File: src/sv/prv_pkg.sv
package prv_pkg;

    localparam int MAX_LENGTH_DEF = 64;
    localparam int VALUE_BITS_DEF = 32;

    localparam logic MODE_CLAMP  = 1'b0;
    localparam logic MODE_REVERT = 1'b1;

    localparam logic KIND_SPREAD = 1'b0;
    localparam logic KIND_ROW    = 1'b1;

    typedef struct packed {
        logic repl;
        logic in_range;
        logic diag_take;
    } check_flags_t;

endpackage

File: src/sv/prv_check.sv
module prv_check #(
    parameter int VALUE_BITS = prv_pkg::VALUE_BITS_DEF
) (
    input  logic                         repair_mode,
    input  logic                         kind,
    input  logic signed [VALUE_BITS-1:0] new_value,
    input  logic signed [VALUE_BITS-1:0] lower_bound,
    input  logic signed [VALUE_BITS-1:0] upper_bound,
    input  logic signed [VALUE_BITS-1:0] previous_value,
    input  logic                         is_diagonal,
    output logic signed [VALUE_BITS-1:0] value,
    output logic signed [VALUE_BITS:0]   diff,
    output prv_pkg::check_flags_t        flags
);

    logic                         below;
    logic                         above;
    logic                         take;
    logic                         repl;
    logic signed [VALUE_BITS-1:0] target;

    always_comb
    begin
        take   = (kind == prv_pkg::KIND_ROW) && is_diagonal;
        below  = new_value < lower_bound;
        above  = new_value > upper_bound;
        repl   = !take && (below || above);
        if (repair_mode == prv_pkg::MODE_REVERT)
        begin
            target = previous_value;
        end
        else if (below)
        begin
            target = lower_bound;
        end
        else
        begin
            target = upper_bound;
        end
        value = repl ? target : new_value;
        if (repl)
        begin
            diff = {new_value[VALUE_BITS-1], new_value} - {target[VALUE_BITS-1], target};
        end
        else
        begin
            diff = '0;
        end
        flags.repl      = repl;
        flags.in_range  = !take && !repl;
        flags.diag_take = take;
    end

endmodule

File: src/sv/prv_divider.sv
module prv_divider #(
    parameter int DW = prv_pkg::VALUE_BITS_DEF + 8,
    parameter int VW = 7
) (
    input  logic                 clk,
    input  logic                 rst_n,
    input  logic                 start,
    input  logic signed [DW-1:0] dividend,
    input  logic        [VW-1:0] divisor,
    output logic signed [DW-1:0] quotient,
    output logic                 done
);

    localparam int NW = $clog2(DW + 1);

    typedef enum logic [1:0] {
        D_IDLE,
        D_RUN,
        D_FIX
    } div_state_t;

    div_state_t          state_reg, state_next;
    logic [NW-1:0]       cnt_reg, cnt_next;
    logic [VW-1:0]       rem_reg, rem_next;
    logic [DW-1:0]       quo_reg, quo_next;
    logic [VW-1:0]       div_reg, div_next;
    logic                neg_reg, neg_next;
    logic signed [DW-1:0] quotient_reg, quotient_next;
    logic                done_reg, done_next;
    logic [VW:0]         rem_sh;
    logic                fits;

    always_comb
    begin
        state_next    = state_reg;
        cnt_next      = cnt_reg;
        rem_next      = rem_reg;
        quo_next      = quo_reg;
        div_next      = div_reg;
        neg_next      = neg_reg;
        quotient_next = quotient_reg;
        done_next     = 1'b0;
        rem_sh        = {rem_reg, quo_reg[DW-1]};
        fits          = rem_sh >= {1'b0, div_reg};
        case (state_reg)
            D_IDLE:
            begin
                if (start)
                begin
                    neg_next   = dividend[DW-1];
                    quo_next   = dividend[DW-1] ? DW'(-dividend) : DW'(dividend);
                    rem_next   = '0;
                    div_next   = divisor;
                    cnt_next   = NW'(DW);
                    state_next = D_RUN;
                end
            end
            D_RUN:
            begin
                if (fits)
                begin
                    rem_next = VW'(rem_sh - {1'b0, div_reg});
                end
                else
                begin
                    rem_next = rem_sh[VW-1:0];
                end
                quo_next = {quo_reg[DW-2:0], fits};
                cnt_next = cnt_reg - NW'(1);
                if (cnt_reg == NW'(1))
                begin
                    state_next = D_FIX;
                end
            end
            D_FIX:
            begin
                quotient_next = neg_reg ? -$signed(quo_reg) : $signed(quo_reg);
                done_next     = 1'b1;
                state_next    = D_IDLE;
            end
            default:
            begin
                state_next = D_IDLE;
            end
        endcase
    end

    always_ff @(posedge clk or negedge rst_n)
    begin
        if (!rst_n)
        begin
            state_reg <= D_IDLE;
            cnt_reg   <= '0;
            done_reg  <= 1'b0;
        end
        else
        begin
            state_reg <= state_next;
            cnt_reg   <= cnt_next;
            done_reg  <= done_next;
        end
    end

    always_ff @(posedge clk)
    begin
        rem_reg      <= rem_next;
        quo_reg      <= quo_next;
        div_reg      <= div_next;
        neg_reg      <= neg_next;
        quotient_reg <= quotient_next;
    end

    assign quotient = quotient_reg;
    assign done     = done_reg;

endmodule

File: src/sv/probability_vector_bound_repair_top.sv
// Bound repair for one probability vector. Elements are taken one per cycle
// (start high, busy low) and checked against their bounds as they arrive; the
// element marked last, or the one that fills MAX_LENGTH entries, closes the
// vector and raises busy. A decision state follows. A spread vector with
// replaced elements and at least one in-range element then runs the restoring
// divider, one quotient bit per cycle. The n repaired elements leave in arrival
// order, one per cycle, through a registered buffer read and a saturating adder
// with a registered output; busy falls once the last buffer read is issued.
// Each result beat is shown for exactly one cycle on result_valid and cannot be
// stalled: the receiver must take it at once.
module probability_vector_bound_repair_top #(
    parameter int MAX_LENGTH = prv_pkg::MAX_LENGTH_DEF,
    parameter int VALUE_BITS = prv_pkg::VALUE_BITS_DEF
) (
    input  logic                         clk,
    input  logic                         rst_n,
    input  logic                         cfg_valid,
    output logic                         cfg_ready,
    input  logic                         cfg_data,
    input  logic                         start,
    output logic                         busy,
    input  logic                         command,
    input  logic signed [VALUE_BITS-1:0] new_value,
    input  logic signed [VALUE_BITS-1:0] lower_bound,
    input  logic signed [VALUE_BITS-1:0] upper_bound,
    input  logic signed [VALUE_BITS-1:0] previous_value,
    input  logic                         is_diagonal,
    input  logic                         last,
    output logic                         result_valid,
    output logic signed [VALUE_BITS-1:0] corrected_value,
    output logic                         was_replaced,
    output logic                         status,
    output logic                         last_out
);

    localparam int AW = $clog2(MAX_LENGTH);
    localparam int CW = $clog2(MAX_LENGTH + 1);
    localparam int EW = VALUE_BITS + 8;
    localparam int SW = EW + 1;
    localparam logic signed [SW-1:0] SAT_HI =
        {{(SW-VALUE_BITS+1){1'b0}}, {(VALUE_BITS-1){1'b1}}};
    localparam logic signed [SW-1:0] SAT_LO =
        {{(SW-VALUE_BITS+1){1'b1}}, {(VALUE_BITS-1){1'b0}}};

    typedef enum logic [1:0] {
        ST_COLLECT,
        ST_DECIDE,
        ST_DIVIDE,
        ST_EMIT
    } state_t;

    state_t               state_reg, state_next;
    logic                 mode_reg, mode_next;
    logic                 kind_reg, kind_next;
    logic [CW-1:0]        elem_cnt_reg, elem_cnt_next;
    logic [CW-1:0]        in_range_reg, in_range_next;
    logic signed [EW-1:0] excess_reg, excess_next;
    logic                 diag_seen_reg, diag_seen_next;
    logic [AW-1:0]        diag_pos_reg, diag_pos_next;
    logic                 any_repl_reg, any_repl_next;
    logic [CW-1:0]        count_reg, count_next;
    logic signed [EW-1:0] emit_add_reg, emit_add_next;
    logic                 emit_en_reg, emit_en_next;
    logic                 emit_spread_reg, emit_spread_next;
    logic [AW-1:0]        emit_diag_reg, emit_diag_next;
    logic                 status_reg, status_next;
    logic [CW-1:0]        rd_idx_reg, rd_idx_next;
    logic                 p1_valid_reg, p1_valid_next;
    logic                 p1_last_reg, p1_last_next;
    logic                 p1_diag_reg, p1_diag_next;
    logic                 result_valid_reg, result_valid_next;
    logic signed [VALUE_BITS-1:0] corrected_reg, corrected_next;
    logic                 replaced_reg, replaced_next;
    logic                 out_status_reg, out_status_next;
    logic                 last_out_reg, last_out_next;

    logic signed [VALUE_BITS-1:0] value_mem [MAX_LENGTH];
    logic                         repl_mem  [MAX_LENGTH];
    logic signed [VALUE_BITS-1:0] rd_value_reg;
    logic                         rd_repl_reg;

    logic                         accept;
    logic                         first;
    logic                         kind_eff;
    logic                         close;
    logic signed [VALUE_BITS-1:0] chk_value;
    logic signed [VALUE_BITS:0]   chk_diff;
    prv_pkg::check_flags_t        chk_flags;
    logic                         div_start;
    logic signed [EW-1:0]         div_quotient;
    logic                         div_done;
    logic                         spread;
    logic                         take;
    logic signed [SW-1:0]         sum;

    assign accept   = start && (state_reg == ST_COLLECT);
    assign first    = elem_cnt_reg == '0;
    assign kind_eff = first ? command : kind_reg;
    assign close    = last || (elem_cnt_reg == CW'(MAX_LENGTH - 1));
    assign spread   = kind_reg == prv_pkg::KIND_SPREAD;

    prv_check #(
        .VALUE_BITS(VALUE_BITS)
    ) u_check (
        .repair_mode   (mode_reg),
        .kind          (kind_eff),
        .new_value     (new_value),
        .lower_bound   (lower_bound),
        .upper_bound   (upper_bound),
        .previous_value(previous_value),
        .is_diagonal   (is_diagonal),
        .value         (chk_value),
        .diff          (chk_diff),
        .flags         (chk_flags)
    );

    prv_divider #(
        .DW(EW),
        .VW(CW)
    ) u_divider (
        .clk     (clk),
        .rst_n   (rst_n),
        .start   (div_start),
        .dividend(excess_reg),
        .divisor (in_range_reg),
        .quotient(div_quotient),
        .done    (div_done)
    );

    always_comb
    begin
        state_next       = state_reg;
        mode_next        = mode_reg;
        kind_next        = kind_reg;
        elem_cnt_next    = elem_cnt_reg;
        in_range_next    = in_range_reg;
        excess_next      = excess_reg;
        diag_seen_next   = diag_seen_reg;
        diag_pos_next    = diag_pos_reg;
        any_repl_next    = any_repl_reg;
        count_next       = count_reg;
        emit_add_next    = emit_add_reg;
        emit_en_next     = emit_en_reg;
        emit_spread_next = emit_spread_reg;
        emit_diag_next   = emit_diag_reg;
        status_next      = status_reg;
        rd_idx_next      = rd_idx_reg;
        p1_valid_next    = 1'b0;
        p1_last_next     = 1'b0;
        p1_diag_next     = 1'b0;
        div_start        = 1'b0;

        if (cfg_valid)
        begin
            mode_next = cfg_data;
        end

        case (state_reg)
            ST_COLLECT:
            begin
                if (accept)
                begin
                    kind_next      = kind_eff;
                    excess_next    = (first ? '0 : excess_reg)
                                   + {{(EW-VALUE_BITS-1){chk_diff[VALUE_BITS]}}, chk_diff};
                    in_range_next  = (first ? '0 : in_range_reg)
                                   + CW'(chk_flags.in_range);
                    diag_seen_next = (first ? 1'b0 : diag_seen_reg) | chk_flags.diag_take;
                    if (chk_flags.diag_take)
                    begin
                        diag_pos_next = elem_cnt_reg[AW-1:0];
                    end
                    else if (first)
                    begin
                        diag_pos_next = '0;
                    end
                    any_repl_next  = (first ? 1'b0 : any_repl_reg) | chk_flags.repl;
                    if (close)
                    begin
                        count_next    = elem_cnt_reg + CW'(1);
                        elem_cnt_next = '0;
                        state_next    = ST_DECIDE;
                    end
                    else
                    begin
                        elem_cnt_next = elem_cnt_reg + CW'(1);
                    end
                end
            end
            ST_DECIDE:
            begin
                if (spread)
                begin
                    emit_en_next = any_repl_reg && (in_range_reg != '0);
                    status_next  = any_repl_reg && (in_range_reg == '0);
                end
                else
                begin
                    emit_en_next = (excess_reg != '0) && diag_seen_reg;
                    status_next  = (excess_reg != '0) && !diag_seen_reg;
                end
                emit_spread_next = spread;
                emit_diag_next   = diag_pos_reg;
                emit_add_next    = excess_reg;
                rd_idx_next      = '0;
                if (spread && any_repl_reg && (in_range_reg != '0))
                begin
                    div_start  = 1'b1;
                    state_next = ST_DIVIDE;
                end
                else
                begin
                    state_next = ST_EMIT;
                end
            end
            ST_DIVIDE:
            begin
                if (div_done)
                begin
                    emit_add_next = div_quotient;
                    state_next    = ST_EMIT;
                end
            end
            ST_EMIT:
            begin
                p1_valid_next = 1'b1;
                p1_last_next  = rd_idx_reg == (count_reg - CW'(1));
                p1_diag_next  = rd_idx_reg[AW-1:0] == emit_diag_reg;
                rd_idx_next   = rd_idx_reg + CW'(1);
                if (p1_last_next)
                begin
                    state_next = ST_COLLECT;
                end
            end
            default:
            begin
                state_next = ST_COLLECT;
            end
        endcase
    end

    // add the share or the row excess, then saturate
    always_comb
    begin
        take = emit_en_reg && (emit_spread_reg ? !rd_repl_reg : p1_diag_reg);
        sum  = {{(SW-VALUE_BITS){rd_value_reg[VALUE_BITS-1]}}, rd_value_reg}
             + (take ? {emit_add_reg[EW-1], emit_add_reg} : SW'(0));
        if (sum > SAT_HI)
        begin
            corrected_next = SAT_HI[VALUE_BITS-1:0];
        end
        else if (sum < SAT_LO)
        begin
            corrected_next = SAT_LO[VALUE_BITS-1:0];
        end
        else
        begin
            corrected_next = sum[VALUE_BITS-1:0];
        end
        result_valid_next = p1_valid_reg;
        replaced_next     = rd_repl_reg;
        out_status_next   = status_reg;
        last_out_next     = p1_last_reg;
    end

    always_ff @(posedge clk or negedge rst_n)
    begin
        if (!rst_n)
        begin
            state_reg        <= ST_COLLECT;
            mode_reg         <= prv_pkg::MODE_CLAMP;
            kind_reg         <= prv_pkg::KIND_SPREAD;
            elem_cnt_reg     <= '0;
            in_range_reg     <= '0;
            excess_reg       <= '0;
            diag_seen_reg    <= 1'b0;
            diag_pos_reg     <= '0;
            any_repl_reg     <= 1'b0;
            count_reg        <= '0;
            emit_en_reg      <= 1'b0;
            emit_spread_reg  <= 1'b0;
            emit_diag_reg    <= '0;
            status_reg       <= 1'b0;
            rd_idx_reg       <= '0;
            p1_valid_reg     <= 1'b0;
            p1_last_reg      <= 1'b0;
            p1_diag_reg      <= 1'b0;
            result_valid_reg <= 1'b0;
        end
        else
        begin
            state_reg        <= state_next;
            mode_reg         <= mode_next;
            kind_reg         <= kind_next;
            elem_cnt_reg     <= elem_cnt_next;
            in_range_reg     <= in_range_next;
            excess_reg       <= excess_next;
            diag_seen_reg    <= diag_seen_next;
            diag_pos_reg     <= diag_pos_next;
            any_repl_reg     <= any_repl_next;
            count_reg        <= count_next;
            emit_en_reg      <= emit_en_next;
            emit_spread_reg  <= emit_spread_next;
            emit_diag_reg    <= emit_diag_next;
            status_reg       <= status_next;
            rd_idx_reg       <= rd_idx_next;
            p1_valid_reg     <= p1_valid_next;
            p1_last_reg      <= p1_last_next;
            p1_diag_reg      <= p1_diag_next;
            result_valid_reg <= result_valid_next;
        end
    end

    always_ff @(posedge clk)
    begin
        emit_add_reg   <= emit_add_next;
        corrected_reg  <= corrected_next;
        replaced_reg   <= replaced_next;
        out_status_reg <= out_status_next;
        last_out_reg   <= last_out_next;
    end

    always_ff @(posedge clk)
    begin
        if (accept)
        begin
            value_mem[elem_cnt_reg[AW-1:0]] <= chk_value;
            repl_mem[elem_cnt_reg[AW-1:0]]  <= chk_flags.repl;
        end
        rd_value_reg <= value_mem[rd_idx_reg[AW-1:0]];
        rd_repl_reg  <= repl_mem[rd_idx_reg[AW-1:0]];
    end

    assign cfg_ready       = 1'b1;
    assign busy            = state_reg != ST_COLLECT;
    assign result_valid    = result_valid_reg;
    assign corrected_value = corrected_reg;
    assign was_replaced    = replaced_reg;
    assign status          = out_status_reg;
    assign last_out        = last_out_reg;

endmodule

File: config.mk
export PLATFORM = sky130hd
export DESIGN_NAME = probability_vector_bound_repair_top
export DESIGN_NICKNAME = d
export VERILOG_FILES = /design/src/sv/prv_pkg.sv /design/src/sv/prv_check.sv /design/src/sv/prv_divider.sv /design/src/sv/probability_vector_bound_repair_top.sv
export SDC_FILE = /design/constraint.sdc
export NUM_CORES = 2
export LEC_CHECK = 0
export BUFFER_PORTS_ARGS = -buffer_cell sky130_fd_sc_hd__clkbuf_2
export CORE_UTILIZATION = 45
export DETAILED_ROUTE_END_ITERATION = 8
export HOLD_SLACK_MARGIN = 0.15
export PLACE_DENSITY_LB_ADDON = 0.25
export RECOVER_POWER = 50
export SLEW_MARGIN = 20
export SYNTH_ARGS = -nofsm -noshare
export SYNTH_HDL_FRONTEND = slang
export SYNTH_HIERARCHICAL = 1
export SYNTH_SLANG_ARGS = --single-unit
File: constraint.sdc
create_clock -name clk -period 5.8 [get_ports clk]
set_input_delay 1.16 -clock clk [delete_from_list [all_inputs] [get_ports clk]]
set_output_delay 1.16 -clock clk [all_outputs]
set_load 0.01 [all_outputs]
==> impl_results.md <==
* Ys flop type: edfxtp_1
* P_sw at ~19000 uW
* Most common cell in the netlist: edfxtp_1
* Reg clk slew, reported paths at about 0.06 ns
* WS Path Type: in -> reg
* Post-route design area at between 100000 and 150000 um^2
* Final Core Density at a little over half
* Number of flops mapped to enable cells by yosys at between 2000 and 2500
* Root Buffer: clkbuf_16
* DP HPWL at approximately 180000 um
* Slowest cell on crit path: or3_4
* Critical Path AT at around 7.9 ns
* All-Layer GR Usage at approximately a quarter
* Critical path capture point type: register
* Final Setup Violations at between 90 and 100
* XOR/XNOR share of the synthesized area at 1.522%
* Max Clock Freq at about 140 MHz
* Post-synthesis sequential area ratio at 69.33%
* GR Overflow Total at 0
* Simple-Gate Fraction of Synth Area at under 10%
* Yosys cell types at 96
* First-pass GRT wire length at between 400000 and 500000 um
* Clock Power Share at a little over a quarter
* DIE WIDTH at 480.4 um
* Synth area leader: edfxtp_1
* Initial core utilization at between 40% and 50%
* Mapped cell area at a little over 100000 um^2
* Syn_nets at 5996
* Largest family of logic cells by synthesized area: multiplexers
* Max reg flops at 2048
* DP Area at 112800 um^2
* Worst Path Required at 6.56 ns
* Sequential Power Share at 39.4%
* PwrDens at ~480 nW/um^2
* Core area at between 200000 and 250000 um^2
* RSZ-0062 raised after global routing: yes
* Synth Area in Adders at about 2.5%
* CTS tree: done
* Status: finished with violations
* Clk_lat worst skew at 0.86 ns
* WL/cell at around 29 um
* Sw frac at 32.58%
* # port buffers at between 150 and 200
* I/O Pins at around 170
* Final wirelength at 280600 um
* Most common library cells after synthesis: edfxtp_1 (2247), mux4_2 (693), nand2_1 (237)
* DR vias at ~58000
* Crit path buf inv count at 5
* Gate power share at about a third
* Hold Path Class: reg -> reg
* Worst Max-Slew Pin Slew at 3.478 ns
* TritonCTS sink count at about 2400
* Vias in the first global route at 56925
* Num rows at about 180
* Synth top area cells: edfxtp_1 (66%), mux4_2 (15%), dfrtp_1 (2.5%), ha_1 (2.4%), dfxtp_1 (1.3%)
* Most frequent CP cell: a21oi_2
* Full die area at ~230000 um^2
* Slew HR at -131.8%
* Endpoints failing hold at 0
* Gpl congestion at slightly above 0.9
* Antenna Violating Nets Remaining at 0
* # H-tree levels at 4
* CTS Buf Count at approximately 240
* Post-CTS Hold Buffers at 0
* Die height at 480.4 um
* Vias per Instance at about 6.0
* Final nets at ~6800
* Syn avg cell area at around 18 um^2
* Area Overhead vs Synth at 18.23%
* Seq cells post-synth at 2417
* MaxCap Viol Count at 74
* Max Fanout on Critical Path at 5
* Remaining DRCs at 0
* Yosys warning count at 6
* Deepest clock path buffer count at 3
* Layout cells sized above 1 at a little under a third
* WHS at approximately 0.35 ns
* Largest net degree at the start of global routing at 85
* Int Pwr at 39490 uW
* Slew Viols, Final at around 2000
* FFs w/ async S/R, synth at ~4.2%
* Area share of the largest cell type after synthesis at 65.53%
* Violated checks: capacitance limit, slew limit, setup timing
* Final worst setup slack at -1.347 ns
* Fin crit share at 123.2%
* Critical path launch point type: primary input
* Cell family with most CP delay: compound AO/OA/AOI/OAI gates
* Setup Skew at approximately 0.038 ns
* DRT iter0 DRCs at 6332
* Pleak at between 0.04 and 0.05 uW
* Synth Area in Compound Gates at 4.916%
* Pre-Repair DR Iteration Count at 6
* VDD IR-drop max at a little over 0.4 mV
* Post-synthesis mux area share at 15.79%
* Crit-path max cell delay at between 0.4 and 0.5 ns
* Initial antenna violation count at 30
* Cell count after synthesis at around 5700
* Post-layout min period at ~7 ns
power groups by stage:
stage	registers, uW	logic [uW]	clock network, uW
after floorplan	23100	12000	0
after global placement	23400	18900	0
after detailed placement	23400	19200	0
after CTS	23100	19400	15900
after global routing	23200	21200	16500
final	23100	19800	15700
cell usage in the layout, fill, tap and decap left out, drive strengths merged, types with 36 or more instances in the layout:
master and count:
edfxtp 2247, mux4 693, buf 568, clkbuf 548, o21ai 249, nand2 237, nor2 234, a21oi 219
ha 197, inv 142, clkinv 103, dfrtp 102, xnor2 101, xor2 78, a21o 71, dfxtp 68
and3 59, and2 58, nand3 56, mux2 53, nand4 51, nor3 47, o31ai 36
per-layer routing:
| layer | vias up | wire length (um) | global-route usage (%) |
|---|---|---|---|
| li1 | 24645 | - | - |
| met5 | - | 41 | 0 |
| met3 | 349 | 22570 | 4.105 |
| met1 | 30453 | 118400 | 34.84 |
| met4 | 6 | 6150 | 5.670 |
| met2 | 2334 | 133500 | 38.22 |
cells by family (layout without fill, tap and decap cells):
| kind of cell | Yosys count | in the layout |
|---|---|---|
| AO/OA/AOI/OAI | 785 | 786 |
| XOR/XNOR | 179 | 179 |
| adder cells (fa/ha/maj) | 201 | 201 |
| buffers and inverters | 417 | 1395 |
| flip-flops | 2417 | 2417 |
| multiplexers | 752 | 752 |
| other | 1 | 11 |
| AND/OR/NAND/NOR | 908 | 908 |
per-stage QoR:
| step | std cells | TNS [ns] | setup slack [ns] | total power, uW |
|---|---|---|---|---|
| floorplan | 5660 | -589.24 | -1.624 | 35060 |
| global placement | 9128 | -58.82 | -2.410 | 42310 |
| detailed placement | 9129 | -57.08 | -2.352 | 42610 |
| CTS | 9621 | -56.19 | -1.166 | 58400 |
| global route | 9653 | -68.21 | -1.666 | 60900 |
| finish | 9658 | -55.52 | -1.347 | 58570 |
path summary, 6_finish.rpt:
check / startpoint / endpoint / slack (ns) / cells after the start
max: lower_bound[11] / excess_reg[37] / -1.35 / 39
min: p1_valid_reg / result_valid / 0.35 / 0
max reg2reg: rd_idx_reg[0] / rd_value_reg[31] / -0.01 / 4
min reg2reg: p1_valid_reg / result_valid / 0.35 / 0
max in group asynchronous: rst_n / rd_idx_reg[3] / 1.31 / 2
min in group asynchronous: rst_n / excess_reg[33] / 1.47 / 1
area by class of cell:
cell class	count	area, um^2
inverter	134	528.0
multi-input combinational	2827	31380
tap	3009	3765
antenna	10	25.02
timing repair buffer	812	6646
sequential	2417	71400
clock inverter	145	1478
fill	17772	105700
clock buffer	304	6526
repair_timing:
action                                  in CTS  in global routing
resized for setup                           76                141
gates cloned                                 1                 11
pin swaps                                   51                 62
endpoints found under the setup margin      30                 98
setup buffers                               43                 20
(Power assumes the default switching activity.)
